File: config.mk
export PLATFORM = sky130hd
export DESIGN_NAME = delta_timer_queue_flat
export DESIGN_NICKNAME = d
export VERILOG_FILES = /design/src/design/dtq_pkg.sv /design/src/design/dtq_if.sv /design/src/design/dtq_ram.sv /design/src/design/dtq_ctrl.sv /design/src/design/dtq_dp.sv /design/src/design/delta_timer_queue.sv /design/src/flat_wrapper.sv
export SDC_FILE = /design/constraint.sdc
export NUM_CORES = 2
export LEC_CHECK = 0
export ABC_AREA = 0
export BUFFER_PORTS_ARGS = -buffer_cell sky130_fd_sc_hd__buf_2
export CAP_MARGIN = 5
export CORE_ASPECT_RATIO = 0.7
export CORE_MARGIN = 2
export CORE_UTILIZATION = 25
export CTS_CLUSTER_DIAMETER = 40
export DETAILED_ROUTE_END_ITERATION = 6
export PLACE_DENSITY = 0.38
export SKIP_CTS_REPAIR_TIMING = 1
export SYNTH_ARGS = -nofsm -noshare
export SYNTH_HDL_FRONTEND = slang
export SYNTH_SLANG_ARGS = --single-unit
File: constraint.sdc
create_clock -name clock -period 9.65 [get_ports clock]
set_input_delay 0.965 -clock clock [delete_from_list [all_inputs] [get_ports clock]]
set_output_delay 0.965 -clock clock [all_outputs]
set_load 0.01 [all_outputs]
File: src/design/dtq_pkg.sv
`timescale 1ns / 1ps
// ----------------------------------------------------------------------------
// dtq_pkg
// Shared types, constants and saturating arithmetic for the delta timer queue.
// ----------------------------------------------------------------------------
package dtq_pkg;

   localparam int NUM_ENTRIES = 16;
   localparam int TAG_BITS    = 16;
   localparam int MAX_OUT     = 16;
   localparam int DELTA_W     = 32;
   localparam int ADDR_W      = $clog2(NUM_ENTRIES);
   localparam int CNT_W       = $clog2(NUM_ENTRIES + 1);

   typedef enum logic [1:0] {
      OP_TICK   = 2'd0,
      OP_INSERT = 2'd1,
      OP_CANCEL = 2'd2,
      OP_DRAIN  = 2'd3
   } op_type;

   typedef enum logic [1:0] {
      ST_OK          = 2'd0,
      ST_FULL        = 2'd1,
      ST_NOT_FOUND   = 2'd2,
      ST_NOTHING_DUE = 2'd3
   } status_type;

   typedef struct packed {
      logic [TAG_BITS-1:0]       tag;
      logic signed [DELTA_W-1:0] delta;
   } entry_type;

   // Controller to datapath.
   typedef struct packed {
      logic idle;
      logic accept;
      logic walk;
      logic emit;
      logic shift;
      logic resp;
   } cmd_type;

   // Datapath to controller.
   typedef struct packed {
      logic to_resp;
      logic walk_done;
      logic walk_to_emit;
      logic emit_last;
      logic shift_end;
      logic out_free;
   } sts_type;

   function automatic logic signed [DELTA_W-1:0] sat_fix(input logic signed [DELTA_W:0] s);
      logic signed [DELTA_W-1:0] r;
      if (s[DELTA_W] != s[DELTA_W-1]) begin
         r = s[DELTA_W] ? {1'b1, {(DELTA_W-1){1'b0}}} : {1'b0, {(DELTA_W-1){1'b1}}};
      end else begin
         r = s[DELTA_W-1:0];
      end
      return r;
   endfunction

   function automatic logic signed [DELTA_W-1:0] sat_add(input logic signed [DELTA_W-1:0] a,
                                                         input logic signed [DELTA_W-1:0] b);
      logic signed [DELTA_W:0] s;
      s = {a[DELTA_W-1], a} + {b[DELTA_W-1], b};
      return sat_fix(s);
   endfunction

   function automatic logic signed [DELTA_W-1:0] sat_sub(input logic signed [DELTA_W-1:0] a,
                                                         input logic signed [DELTA_W-1:0] b);
      logic signed [DELTA_W:0] s;
      s = {a[DELTA_W-1], a} - {b[DELTA_W-1], b};
      return sat_fix(s);
   endfunction

endpackage

File: src/design/dtq_if.sv
`timescale 1ns / 1ps
// ----------------------------------------------------------------------------
// dtq_if
// Request and response channel interfaces with valid/ready handshake.
// ----------------------------------------------------------------------------
interface dtq_req_if;
   logic        valid;
   logic        ready;
   logic [1:0]  req_type;
   logic [15:0] handle_tag;
   logic signed [31:0] delay_ticks;

   modport source (output valid, req_type, handle_tag, delay_ticks, input ready);
   modport sink (input valid, req_type, handle_tag, delay_ticks, output ready);
endinterface

interface dtq_rsp_if;
   logic        valid;
   logic        ready;
   logic [15:0] entry_tag;
   logic signed [31:0] entry_lateness;
   logic [1:0]  status;
   logic        soft_due;
   logic        last;

   modport source (output valid, entry_tag, entry_lateness, status, soft_due, last,
                   input ready);
   modport sink (input valid, entry_tag, entry_lateness, status, soft_due, last,
                 output ready);
endinterface

File: src/design/dtq_ram.sv
`timescale 1ns / 1ps
// ----------------------------------------------------------------------------
// dtq_ram
// Generic single-write, single-read RAM with registered read data.
// ----------------------------------------------------------------------------
module dtq_ram #(
   parameter int WIDTH = 8,
   parameter int DEPTH = 16
) (
   input  logic                     clock,
   input  logic                     wr_en,
   input  logic [$clog2(DEPTH)-1:0] wr_addr,
   input  logic [WIDTH-1:0]         wr_data,
   input  logic [$clog2(DEPTH)-1:0] rd_addr,
   output logic [WIDTH-1:0]         rd_data
);

   logic [WIDTH-1:0] mem_ff [DEPTH];

   always_ff @(posedge clock) begin
      if (wr_en) begin
         mem_ff[wr_addr] <= wr_data;
      end
      rd_data <= mem_ff[rd_addr];
   end

endmodule

File: src/design/dtq_ctrl.sv
`timescale 1ns / 1ps
// ----------------------------------------------------------------------------
// dtq_ctrl
// Sequencer for the list walk, drain emission and compaction phases.
// ----------------------------------------------------------------------------
module dtq_ctrl (
   input  logic             clock,
   input  logic             reset,
   input  logic             req_valid,
   output logic             req_ready,
   input  dtq_pkg::sts_type sts,
   output dtq_pkg::cmd_type cmd
);

   typedef enum logic [4:0] {
      S_IDLE  = 5'b00001,
      S_WALK  = 5'b00010,
      S_EMIT  = 5'b00100,
      S_SHIFT = 5'b01000,
      S_RESP  = 5'b10000
   } state_type;

   state_type state_ff, state_in;

   always_comb begin
      state_in = state_ff;
      unique case (state_ff)
         S_IDLE: begin
            if (req_valid) state_in = sts.to_resp ? S_RESP : S_WALK;
         end
         S_WALK: begin
            if (sts.walk_done) state_in = sts.walk_to_emit ? S_EMIT : S_RESP;
         end
         S_EMIT: begin
            if (sts.out_free && sts.emit_last) state_in = S_SHIFT;
         end
         S_SHIFT: begin
            if (sts.shift_end) state_in = S_IDLE;
         end
         S_RESP: begin
            if (sts.out_free) state_in = S_IDLE;
         end
         default: state_in = S_IDLE;
      endcase
   end

   always_ff @(posedge clock) begin
      if (reset) begin
         state_ff <= S_IDLE;
      end else begin
         state_ff <= state_in;
      end
   end

   assign req_ready  = (state_ff == S_IDLE);
   assign cmd.idle   = (state_ff == S_IDLE);
   assign cmd.accept = (state_ff == S_IDLE) && req_valid;
   assign cmd.walk   = (state_ff == S_WALK);
   assign cmd.emit   = (state_ff == S_EMIT);
   assign cmd.shift  = (state_ff == S_SHIFT);
   assign cmd.resp   = (state_ff == S_RESP);

endmodule

File: src/design/dtq_dp.sv
`timescale 1ns / 1ps
// ----------------------------------------------------------------------------
// dtq_dp
// Datapath: list RAM, walk index, per-request registers and output register.
// ----------------------------------------------------------------------------
module dtq_dp (
   input  logic             clock,
   input  logic             reset,
   input  dtq_pkg::cmd_type cmd,
   output dtq_pkg::sts_type sts,
   input  logic [1:0]       req_type,
   input  logic [15:0]      handle_tag,
   input  logic signed [31:0] delay_ticks,
   output logic             rsp_valid,
   input  logic             rsp_ready,
   output logic [15:0]      rsp_tag,
   output logic signed [31:0] rsp_lateness,
   output logic [1:0]       rsp_status,
   output logic             rsp_soft_due,
   output logic             rsp_last
);

   localparam int AW = dtq_pkg::ADDR_W;
   localparam int CW = dtq_pkg::CNT_W;
   localparam int DW = dtq_pkg::DELTA_W;
   localparam int TW = dtq_pkg::TAG_BITS;

   logic [CW-1:0]          n_ff, n_in, idx_ff, idx_in, cnt_ff, cnt_in;
   dtq_pkg::op_type        op_ff, op_in;
   logic [TW-1:0]          tag_ff, tag_in;
   logic signed [DW-1:0]   t_ff, t_in, fold_ff, fold_in;
   dtq_pkg::entry_type     carry_ff, carry_in;
   logic                   hit_ff, hit_in, due_ff, due_in;
   dtq_pkg::status_type    stat_ff, stat_in;

   logic                   out_valid_ff, out_valid_in, out_last_ff, out_last_in;
   logic                   out_due_ff, out_due_in;
   logic [15:0]            out_tag_ff, out_tag_in;
   logic signed [DW-1:0]   out_lat_ff, out_lat_in;
   dtq_pkg::status_type    out_stat_ff, out_stat_in;

   logic                   wr_en;
   logic [AW-1:0]          wr_addr;
   dtq_pkg::entry_type     wr_data, rd_data;
   logic                   at_end, out_free, load;
   logic signed [DW-1:0]   nd, d;

   dtq_ram #(.WIDTH($bits(dtq_pkg::entry_type)), .DEPTH(dtq_pkg::NUM_ENTRIES)) u_ram (
      .clock   (clock),
      .wr_en   (wr_en),
      .wr_addr (wr_addr),
      .wr_data (wr_data),
      .rd_addr (idx_in[AW-1:0]),
      .rd_data (rd_data)
   );

   assign d        = rd_data.delta;
   assign at_end   = (idx_ff == n_ff);
   assign out_free = !out_valid_ff || rsp_ready;
   assign nd       = dtq_pkg::sat_sub(d, DW'(1));

   always_comb begin
      n_in = n_ff; idx_in = idx_ff; cnt_in = cnt_ff; op_in = op_ff; tag_in = tag_ff;
      t_in = t_ff; fold_in = fold_ff; carry_in = carry_ff; hit_in = hit_ff;
      due_in = due_ff; stat_in = stat_ff;
      wr_en = 1'b0; wr_addr = idx_ff[AW-1:0]; wr_data = rd_data;
      load = 1'b0; out_tag_in = 16'd0; out_lat_in = '0; out_stat_in = dtq_pkg::ST_OK;
      out_due_in = 1'b0; out_last_in = 1'b1;
      sts = '0;
      sts.out_free     = out_free;
      sts.to_resp      = (dtq_pkg::op_type'(req_type) == dtq_pkg::OP_INSERT) &&
                         (int'(n_ff) >= dtq_pkg::NUM_ENTRIES);
      sts.emit_last    = (idx_ff + CW'(1) == cnt_ff);
      sts.shift_end    = (idx_ff >= n_ff);
      sts.walk_to_emit = (op_ff == dtq_pkg::OP_DRAIN) && (cnt_ff != '0);

      if (cmd.idle) begin
         idx_in = '0;
      end
      if (cmd.accept) begin
         op_in   = dtq_pkg::op_type'(req_type);
         tag_in  = TW'(handle_tag);
         t_in    = (delay_ticks[DW-1] || delay_ticks == '0) ? DW'(1) : delay_ticks;
         hit_in  = 1'b0;
         fold_in = '0;
         cnt_in  = '0;
         due_in  = 1'b0;
         stat_in = sts.to_resp ? dtq_pkg::ST_FULL : dtq_pkg::ST_OK;
      end

      if (cmd.walk) begin
         case (op_ff)
            dtq_pkg::OP_TICK: begin
               sts.walk_done = at_end || !nd[DW-1];
               if (!at_end) begin
                  wr_en   = 1'b1;
                  wr_data = '{tag: rd_data.tag, delta: nd};
                  if (nd[DW-1] || nd == '0) due_in = 1'b1;
                  idx_in  = idx_ff + CW'(1);
               end
            end
            dtq_pkg::OP_INSERT: begin
               sts.walk_done = at_end;
               idx_in = idx_ff + CW'(1);
               if (!hit_ff) begin
                  // The new entry goes in front of the first delta that reaches it.
                  if (at_end || d >= t_ff) begin
                     wr_en    = 1'b1;
                     wr_data  = '{tag: tag_ff, delta: t_ff};
                     carry_in = '{tag: rd_data.tag, delta: dtq_pkg::sat_sub(d, t_ff)};
                     hit_in   = 1'b1;
                  end else if (!d[DW-1] && d != '0) begin
                     t_in = t_ff - d;
                  end
               end else begin
                  wr_en    = 1'b1;
                  wr_data  = carry_ff;
                  carry_in = rd_data;
               end
               if (at_end) n_in = n_ff + CW'(1);
            end
            dtq_pkg::OP_CANCEL: begin
               sts.walk_done = at_end;
               idx_in = idx_ff + CW'(1);
               if (at_end) begin
                  stat_in = hit_ff ? dtq_pkg::ST_OK : dtq_pkg::ST_NOT_FOUND;
                  if (hit_ff) n_in = n_ff - CW'(1);
               end else if (!hit_ff) begin
                  if (rd_data.tag == tag_ff) begin
                     hit_in  = 1'b1;
                     fold_in = (!d[DW-1] && d != '0) ? d : '0;
                  end
               end else begin
                  // Close the gap; only the first follower takes the folded delta.
                  wr_en   = 1'b1;
                  wr_addr = AW'(idx_ff - CW'(1));
                  wr_data = '{tag: rd_data.tag, delta: dtq_pkg::sat_add(d, fold_ff)};
                  fold_in = '0;
               end
            end
            default: begin
               if (!at_end && int'(idx_ff) < dtq_pkg::MAX_OUT && (d[DW-1] || d == '0)) begin
                  cnt_in = cnt_ff + CW'(1);
                  idx_in = idx_ff + CW'(1);
               end else begin
                  sts.walk_done = 1'b1;
                  idx_in = '0;
                  if (cnt_ff == '0) stat_in = dtq_pkg::ST_NOTHING_DUE;
               end
            end
         endcase
      end

      if (cmd.emit && out_free) begin
         load        = 1'b1;
         out_tag_in  = 16'(rd_data.tag);
         out_lat_in  = d;
         out_last_in = sts.emit_last;
         idx_in      = sts.emit_last ? cnt_ff : idx_ff + CW'(1);
      end

      if (cmd.shift) begin
         if (!sts.shift_end) begin
            wr_en   = 1'b1;
            wr_addr = AW'(idx_ff - cnt_ff);
            idx_in  = idx_ff + CW'(1);
         end else begin
            n_in = n_ff - cnt_ff;
         end
      end

      if (cmd.resp && out_free) begin
         load        = 1'b1;
         out_stat_in = stat_ff;
         out_due_in  = due_ff;
      end

      if (load) begin
         out_valid_in = 1'b1;
      end else begin
         out_valid_in = out_valid_ff && !rsp_ready;
      end
   end

   always_ff @(posedge clock) begin
      if (reset) begin
         n_ff         <= '0;
         idx_ff       <= '0;
         out_valid_ff <= 1'b0;
      end else begin
         n_ff         <= n_in;
         idx_ff       <= idx_in;
         out_valid_ff <= out_valid_in;
      end
      cnt_ff   <= cnt_in;
      op_ff    <= op_in;
      tag_ff   <= tag_in;
      t_ff     <= t_in;
      fold_ff  <= fold_in;
      carry_ff <= carry_in;
      hit_ff   <= hit_in;
      due_ff   <= due_in;
      stat_ff  <= stat_in;
      if (load) begin
         out_tag_ff  <= out_tag_in;
         out_lat_ff  <= out_lat_in;
         out_stat_ff <= out_stat_in;
         out_due_ff  <= out_due_in;
         out_last_ff <= out_last_in;
      end
   end

   assign rsp_valid    = out_valid_ff;
   assign rsp_tag      = out_tag_ff;
   assign rsp_lateness = out_lat_ff;
   assign rsp_status   = out_stat_ff;
   assign rsp_soft_due = out_due_ff;
   assign rsp_last     = out_last_ff;

endmodule

File: src/design/delta_timer_queue.sv
`timescale 1ns / 1ps
// A tick walks until the list ends or an entry's decremented delta is not negative;
// insert and cancel walk the whole list; an insert into a full list responds without a walk.
// Drain counts the due entries, emits one response per due entry, then compacts the list.
// Throughput is one request at a time, set by the one-entry-per-cycle walk over the RAM.
// Synchronous reset empties the list at once; the RAM contents are left as they are.
// ----------------------------------------------------------------------------
// delta_timer_queue
// Callout queue kept as an ordered delta list in a RAM, walked one entry a cycle.
// ----------------------------------------------------------------------------
module delta_timer_queue (
   input logic       clock,
   input logic       reset,
   dtq_req_if.sink   req_bus,
   dtq_rsp_if.source rsp_bus
);

   dtq_pkg::cmd_type cmd;
   dtq_pkg::sts_type sts;

   dtq_ctrl u_ctrl (
      .clock     (clock),
      .reset     (reset),
      .req_valid (req_bus.valid),
      .req_ready (req_bus.ready),
      .sts       (sts),
      .cmd       (cmd)
   );

   dtq_dp u_dp (
      .clock        (clock),
      .reset        (reset),
      .cmd          (cmd),
      .sts          (sts),
      .req_type     (req_bus.req_type),
      .handle_tag   (req_bus.handle_tag),
      .delay_ticks  (req_bus.delay_ticks),
      .rsp_valid    (rsp_bus.valid),
      .rsp_ready    (rsp_bus.ready),
      .rsp_tag      (rsp_bus.entry_tag),
      .rsp_lateness (rsp_bus.entry_lateness),
      .rsp_status   (rsp_bus.status),
      .rsp_soft_due (rsp_bus.soft_due),
      .rsp_last     (rsp_bus.last)
   );

endmodule

File: src/flat_wrapper.sv
// flat-port wrapper written by rule: the top's interface ports become plain ports
module delta_timer_queue_flat 
  (clock, reset, req_bus_valid, req_bus_req_type, req_bus_handle_tag, req_bus_delay_ticks, req_bus_ready, rsp_bus_valid, rsp_bus_entry_tag, rsp_bus_entry_lateness, rsp_bus_status, rsp_bus_soft_due, rsp_bus_last, rsp_bus_ready);
  dtq_req_if req_bus_i ();
  dtq_rsp_if rsp_bus_i ();
  input logic clock;
  input logic reset;
  input wire logic [$bits(req_bus_i.valid)-1:0] req_bus_valid;
  input wire logic [$bits(req_bus_i.req_type)-1:0] req_bus_req_type;
  input wire logic [$bits(req_bus_i.handle_tag)-1:0] req_bus_handle_tag;
  input wire logic [$bits(req_bus_i.delay_ticks)-1:0] req_bus_delay_ticks;
  output wire logic [$bits(req_bus_i.ready)-1:0] req_bus_ready;
  output wire logic [$bits(rsp_bus_i.valid)-1:0] rsp_bus_valid;
  output wire logic [$bits(rsp_bus_i.entry_tag)-1:0] rsp_bus_entry_tag;
  output wire logic [$bits(rsp_bus_i.entry_lateness)-1:0] rsp_bus_entry_lateness;
  output wire logic [$bits(rsp_bus_i.status)-1:0] rsp_bus_status;
  output wire logic [$bits(rsp_bus_i.soft_due)-1:0] rsp_bus_soft_due;
  output wire logic [$bits(rsp_bus_i.last)-1:0] rsp_bus_last;
  input wire logic [$bits(rsp_bus_i.ready)-1:0] rsp_bus_ready;
  assign req_bus_i.valid = req_bus_valid;
  assign req_bus_i.req_type = req_bus_req_type;
  assign req_bus_i.handle_tag = req_bus_handle_tag;
  assign req_bus_i.delay_ticks = req_bus_delay_ticks;
  assign req_bus_ready = req_bus_i.ready;
  assign rsp_bus_valid = rsp_bus_i.valid;
  assign rsp_bus_entry_tag = rsp_bus_i.entry_tag;
  assign rsp_bus_entry_lateness = rsp_bus_i.entry_lateness;
  assign rsp_bus_status = rsp_bus_i.status;
  assign rsp_bus_soft_due = rsp_bus_i.soft_due;
  assign rsp_bus_last = rsp_bus_i.last;
  assign rsp_bus_i.ready = rsp_bus_ready;
  delta_timer_queue u_core (.clock(clock), .reset(reset), .req_bus(req_bus_i), .rsp_bus(rsp_bus_i));
endmodule
# Word level (Yosys, flattened, before mapping)
# Memory sizes are Yosys's and may differ from the RTL's. A register that Yosys moved wholly into a read port is not among the register bits.
# Cells that the tools add are included.
# totals
ff_bits	207
ram_bits	768
inputBits	54
out_inout_bits	54
elab_cells	190
n_memories	1
# op_classes
n_addsub	11
order_cmp	4
n_eq_ne	20
n_mux	101
reduce_logical	34
# mem_list
memory	words	word_bits	rd	rd_ports_with_merged_regs	wr	line_no	rtl
u_core.u_dp.u_ram.mem_ff	16	48	1	1	1	dtq_ram.sv:18	logic [WIDTH-1:0] mem_ff [DEPTH];
# op_table
operator	n
$mux 32	23
$mux 48	5
$pmux 48 s3	1
$mux 5	25
$logic_not 32->1	3
$add 32x32->33	1
$sub 32x2->33 const B	1
$sub 32x32->33	1
$ge 32x32->1	1
$reduce_bool 32->1	1
$sub 32x32->32	1
$mux 1	28
$pmux 5 s5	1
$mux 4	6
$pmux 5 s2	2
$eq 16x16->1	1
$add 5x1->5 const B	3
$mux 2	6
$eq 5x5->1	2
$logic_and 1x1->1	10
$logic_or 1x1->1	6
$ne 2x2->1 const B	3
$eq 5x1->1 const B	1
$eq 5x2->1 const B	1
other kinds (26)	37

# Logic depth before layout (Yosys ltp)
# logic_depth
ltp_word	10
mapped_depth	18
depth_no_buf	17

# Hierarchy
# From an unflattened synthesis, not the netlist that was laid out.
# unflattened
hier_cells	3510
hier_area_um2	48052.3
# by_module_without_submodules
mod	n_inst	cells_each	area_per_inst_um2	seq_area_each_um2
dtq_ram	1	1242	29691.0	24023.0
dtq_dp	1	2231	18039.8	5225.0
dtq_ctrl	1	37	321.6	100.1

# Worst setup path before layout
# Ideal clock, no wire load.
# synth_timing
path_type	register to register
from	reg u_core.u_dp.t_ff[30]
to	mem u_core.u_dp.u_ram.mem_ff[5][0] (netlist name) (enable)
setup_ps	573
arrival_time_ps	7380
required_ps	9077
path_slack_ps	1698
path_stages_with_launch	15
path_buffers	3
synth_period_minus_slack_ps	7952
cell_sequence	dfxtp_1 > inv_1 > ha_1 > clkbuf_1 > and3_1 > clkbuf_1 > nand2_1 > nor4_1 > a31oi_1 > o21ai_0 > a21oi_1 > o221ai_1 > a21oi_1 > clkbuf_1 > nor4_1
# synth_between
elab_chain_len	10
# synth_rtl
element	line_no	rtl
start: declaration	dtq_dp.sv:31	logic signed [DW-1:0] t_ff, t_in, fold_ff, fold_in;
start signal: assignment	dtq_dp.sv:198	t_ff <= t_in;
$ge 32x32->1 *	dtq_dp.sv:107	if (at_end || d >= t_ff) begin
$logic_or 1x1->1 *	dtq_dp.sv:107	
$mux 1 *	dtq_dp.sv:107	
$mux 1 *	dtq_dp.sv:105	if (!hit_ff) begin
$pmux 1 s3 *	dtq_dp.sv:92	case (op_ff)
$mux 1 *	dtq_dp.sv:91	if (cmd.walk) begin
$mux 1	dtq_dp.sv:163	if (!sts.shift_end) begin
$mux 1 *	dtq_dp.sv:162	if (cmd.shift) begin
$mux 1 *	dtq_ram.sv:21	if (wr_en) begin
$mux 1 (implied by the code) *	dtq_ram.sv:22	mem_ff[wr_addr] <= wr_data;
end: declaration	dtq_ram.sv:18	
# Every way passes the cells marked *; elsewhere a longest branch is shown, timed or not.

# Final worst setup path
# layout_timing
from	reg u_core.u_dp.u_ram.rd_data[8] (read register of u_core.u_dp.u_ram.mem_ff)
to	mem u_core.u_dp.u_ram.mem_ff[2][12] (netlist name), data pin
# layout_between
elab_chain_len	7
word_cells_on_any_way	17
classes_between	add/sub: 2; order compare: 1; eq/ne: 2; mux: 11; reduce/logical: 1
# layout_rtl
element	line_no	rtl
start: declaration	dtq_ram.sv:15	output logic [WIDTH-1:0] rd_data
$add 32x32->33	dtq_pkg.sv:67	s = {a[DELTA_W-1], a} + {b[DELTA_W-1], b};
$mux 32 / $ne 1x1->1 (equally long branches)	dtq_pkg.sv:57, dtq_pkg.sv:56	
$mux 32	dtq_pkg.sv:56	if (s[DELTA_W] != s[DELTA_W-1]) begin
$mux 32	dtq_dp.sv:128	end else if (!hit_ff) begin
$mux 32	dtq_dp.sv:125	if (at_end) begin
$pmux 48 s3 *	dtq_dp.sv:92	
$mux 48 *	dtq_dp.sv:91	
via u_core.u_dp.u_ram.wr_data[12]	dtq_ram.sv:13	input logic [WIDTH-1:0] wr_data,
# The timed path passes the listed nets; every way through them passes the cells marked *.

==> summary.txt <==
Layout
  • Fillcell total: 19500
  • Design area: between 50000 and 60000 um^2
  • Layout area overhead: 19.0%
  • Share of cells above drive strength 1: between 10% and 20%
  • Final #Nets: 3953

Routing
  • DRC viols: 0
  • Routed wire length: around 170000 um
  • WL per Instance: between 20 and 30 um
  • 1st-pass router iterations: 6
  • Vias: 32700
  • Initial DRC Count: around 3300
  • Drt via density: roughly 5
  • ANT nets after route: 0

Global routing
  • All-Layer GR Usage: ~17%
  • Initial antenna violation count: 1
  • Largest net degree at the start of global routing: ~100
  • First-pass GRT wire length: 241000 um
  • Vias in the first global route: approximately 32000
  • Total congestion overflow: 0

Timing
  • Fin Setup TNS: 0 ns
  • Min cycle time layout: roughly 7.3 ns
  • Setup violations, final: 0
  • Slew @ Worst Pin: between 1 and 1.5 ns
  • Worst Slack Setup Final: 2.31 ns
  • Slew headroom: a little over an eighth
  • Tcrit/Tclk final: 76.1%
  • Final Slew Violations: 0
  • Setup Skew: 0.0383 ns
  • RSZ-0062 raised after global routing: false
  • Fin. Hold Viols: 0
  • Fmax: 0.136 GHz

Worst setup path
  • R2R setup slack: roughly 2.3 ns
  • Worst Path Required: just over 10 ns
  • Buffers plus inverters on the worst setup path: 2
  • Worst setup path class: flip-flop to flip-flop
  • Kind of end point of the critical path: flip-flop
  • WP data arrival: a little under 8 ns
  • Slowest cell on crit path: o22ai_1
  • Worst Path Max Fanout: 16
  • Max incr delay on CP: between 0.8 and 0.9 ns
  • Critical path launch point type: flip-flop
  • CP Cell Sequence: ha_1, nand3_1, nor4_1, nor2_1, a21oi_1, a21o_1, o41ai_1, o21ai_0, a2111oi_0, or3_1, ha_1, inv_1, o21ai_1, buf_4, a21o_1, a21oi_1, o22ai_1
  • CP top delay family: compound AO/OA/AOI/OAI gates

Clock network
  • Clock buffer count from CTS: 154
  • Clock Tree Root: clkbuf_16
  • H-tree depth: 4
  • Worst-Skew Late Latency: 0.80 ns
  • Sink Count: 1023
  • Clk pin slew, worst setup/hold paths: roughly 0.060 ns
  • Longest Clk Path Bufs: 3
  • CTS tree: done

Place
  • Port bufs: roughly 110
  • Placed inst area: between 50000 and 60000 um^2
  • Post-DP HPWL: ~110000 um
  • Place WS: around 2.6 ns
  • Final RePlAce weighted congestion: 0.919

Logic synthesis
  • EDFF count, synth: 886
  • Syn_nets: between 3000 and 4000
  • Register area share after synthesis: 60.6%
  • YS warnings: 0
  • Async SR Flop Fraction: 0%
  • Cell count after synthesis: ~3600
  • Syn Std Cell Area: 48400 um^2
  • #FFs+latches synth: approximately 1000
  • Syn avg cell area: between 10 and 15 um^2
  • Post-synthesis cell type count: 89
  • Main synth FF type: edfxtp_1

Min path
  • Hold Crit Class: input port to flip-flop

Floorplan
  • IO Pins: 108
  • Num rows: roughly 140
  • Die ar.: a little under 200000 um^2
  • Core area: slightly below 200000 um^2
  • Y dimension of the die: roughly 370 um
  • Initial core utilization: 25.1%
  • Die Width: ~530 um

Power
  • Power Density: between 200 and 250 nW/um^2
  • Static leakage: between 15 and 20 nW
  • Maximum VDD drop: between 0.15 and 0.2 mV
  • Overall power: roughly 14 mW

Run
  • Max-Cap Viols: 0

Status
  • Status: complete, no violations
==> metrics by stage <==
| step | instances | hold slack, ns | util (%) |
|---|---|---|---|
| global placement | 6217 | 0.488 | 27.2 |
| finish | 6504 | 0.338 | 29.9 |
| CTS | 6501 | 0.273 | 29.9 |
| detailed placement | 6217 | 0.495 | 27.2 |
| global route | 6503 | 0.292 | 29.9 |
| floorplan | 3626 | 0.458 | - |
==> cell families after synthesis <==
logic type,share of synthesized area [%]
multiplexers,9.46
AO/OA/AOI/OAI,13.0
adder cells (fa/ha/maj),3.71
buffers and inverters,3.08
AND/OR/NAND/NOR,7.87
flip-flops,60.6
XOR/XNOR,2.22
==> cell usage after synthesis, types with 9 or more instances <==
cell type / count / area (um^2)
inv_1: 119 / 447
a2111oi_0: 10 / 87.6
o22ai_1: 17 / 106
a311oi_1: 9 / 78.8
buf_1: 17 / 63.8
a21o_1: 64 / 480
mux2i_1: 13 / 130
nor2_1: 196 / 736
o221ai_1: 9 / 78.8
a31o_2: 11 / 96.3
xnor2_1: 101 / 885
nor4_1: 44 / 275
nand3_1: 65 / 325
xor2_1: 22 / 193
a211oi_1: 21 / 158
o32a_1: 10 / 100
nor2b_1: 16 / 100
o21bai_1: 11 / 82.6
a221oi_1: 37 / 324
a21oi_1: 212 / 1060
and3_1: 36 / 225
o211ai_1: 27 / 203
buf_2: 10 / 50.1
o21ai_0: 219 / 1100
nor3_1: 112 / 561
a31oi_1: 42 / 263
maj3_1: 17 / 170
clkbuf_1: 209 / 785
a22oi_1: 150 / 1130
dfxtp_1: 137 / 2740
nand4_1: 32 / 200
mux4_2: 179 / 4030
nand2_1: 216 / 811
mux4_1: 13 / 342
or3_1: 16 / 100
o21a_1: 15 / 113
nand2b_1: 18 / 113
edfxtp_1: 886 / 26600
ha_1: 122 / 1530
buf_6: 10 / 113
o31ai_1: 11 / 82.6
==> registers in the layout, indices dropped and copies added, names as in the netlist, 16 cells and up <==
register and cells:
u_core.u_dp.u_ram.mem_ff 768, u_core.u_dp.u_ram.rd_data 48, u_core.u_dp.tag_ff 16, u_core.u_dp.fold_ff 32, u_core.u_dp.rsp_lateness 32, u_core.u_dp.rsp_tag 16, u_core.u_dp.carry_ff 48, u_core.u_dp.t_ff 32
==> layer usage <==
| metal | track usage, % | wire [um] | up-vias |
|---|---|---|---|
| met3 | 4.16 | 11500 | 195 |
| met1 | 26.2 | 86100 | 16900 |
| met5 | 0.703 | 194 | - |
| li1 | - | - | 14600 |
| met4 | 3.56 | 2560 | 2 |
| met2 | 23.2 | 68400 | 949 |
==> layout by cell type, fill, tap and decap left out, types with 118 or more instances in the layout <==
| master | count |
|---|---|
| a21oi_1 | 210 |
| a22oi_1 | 150 |
| buf_4 | 130 |
| clkbuf_16 | 157 |
| dfxtp_1 | 136 |
| edfxtp_1 | 886 |
| ha_1 | 122 |
| inv_1 | 118 |
| mux4_2 | 179 |
| nand2_1 | 214 |
| nor2_1 | 192 |
| o21ai_0 | 212 |
==> power by group <==
| part | switching (mW) | total (mW) | internal [mW] |
|---|---|---|---|
| Clock | 2.22 | 5.62 | 3.39 |
| Sequential | 0.202 | 5.37 | 5.17 |
| Combinational | 2.18 | 3.27 | 1.10 |
==> path summary, 6_finish.rpt <==
check | start | endpoint | depth (start not counted)
worst max-delay path | u_core.u_dp.u_ram.rd_data[8]$_DFF_P_ | u_core.u_dp.u_ram.mem_ff[2][12]$_DFFE_PP_ | 17
worst min-delay path | req_bus_handle_tag[10] | u_core.u_dp.tag_ff[10]$_DFFE_PP_ | 1
worst max register to register | u_core.u_dp.u_ram.rd_data[8]$_DFF_P_ | u_core.u_dp.u_ram.mem_ff[2][12]$_DFFE_PP_ | 17
worst min register to register | u_core.u_dp.cnt_ff[3]$_DFF_P_ | u_core.u_dp.cnt_ff[3]$_DFF_P_ | 1
==> layout make-up <==
class | count | area [um^2] | share of cell area [%]
antenna | 1 | 2.50 | 0.00434
clock buffer | 182 | 4040 | 7.02
clock inverter | 102 | 1130 | 1.97
inverter | 120 | 450 | 0.782
multi-input combinational | 2233 | 17800 | 30.9
sequential | 1023 | 29400 | 50.9
tap | 2603 | 3260 | 5.65
timing repair buffer | 240 | 1570 | 2.72
Note: power is estimated with default switching activity, not from simulation.
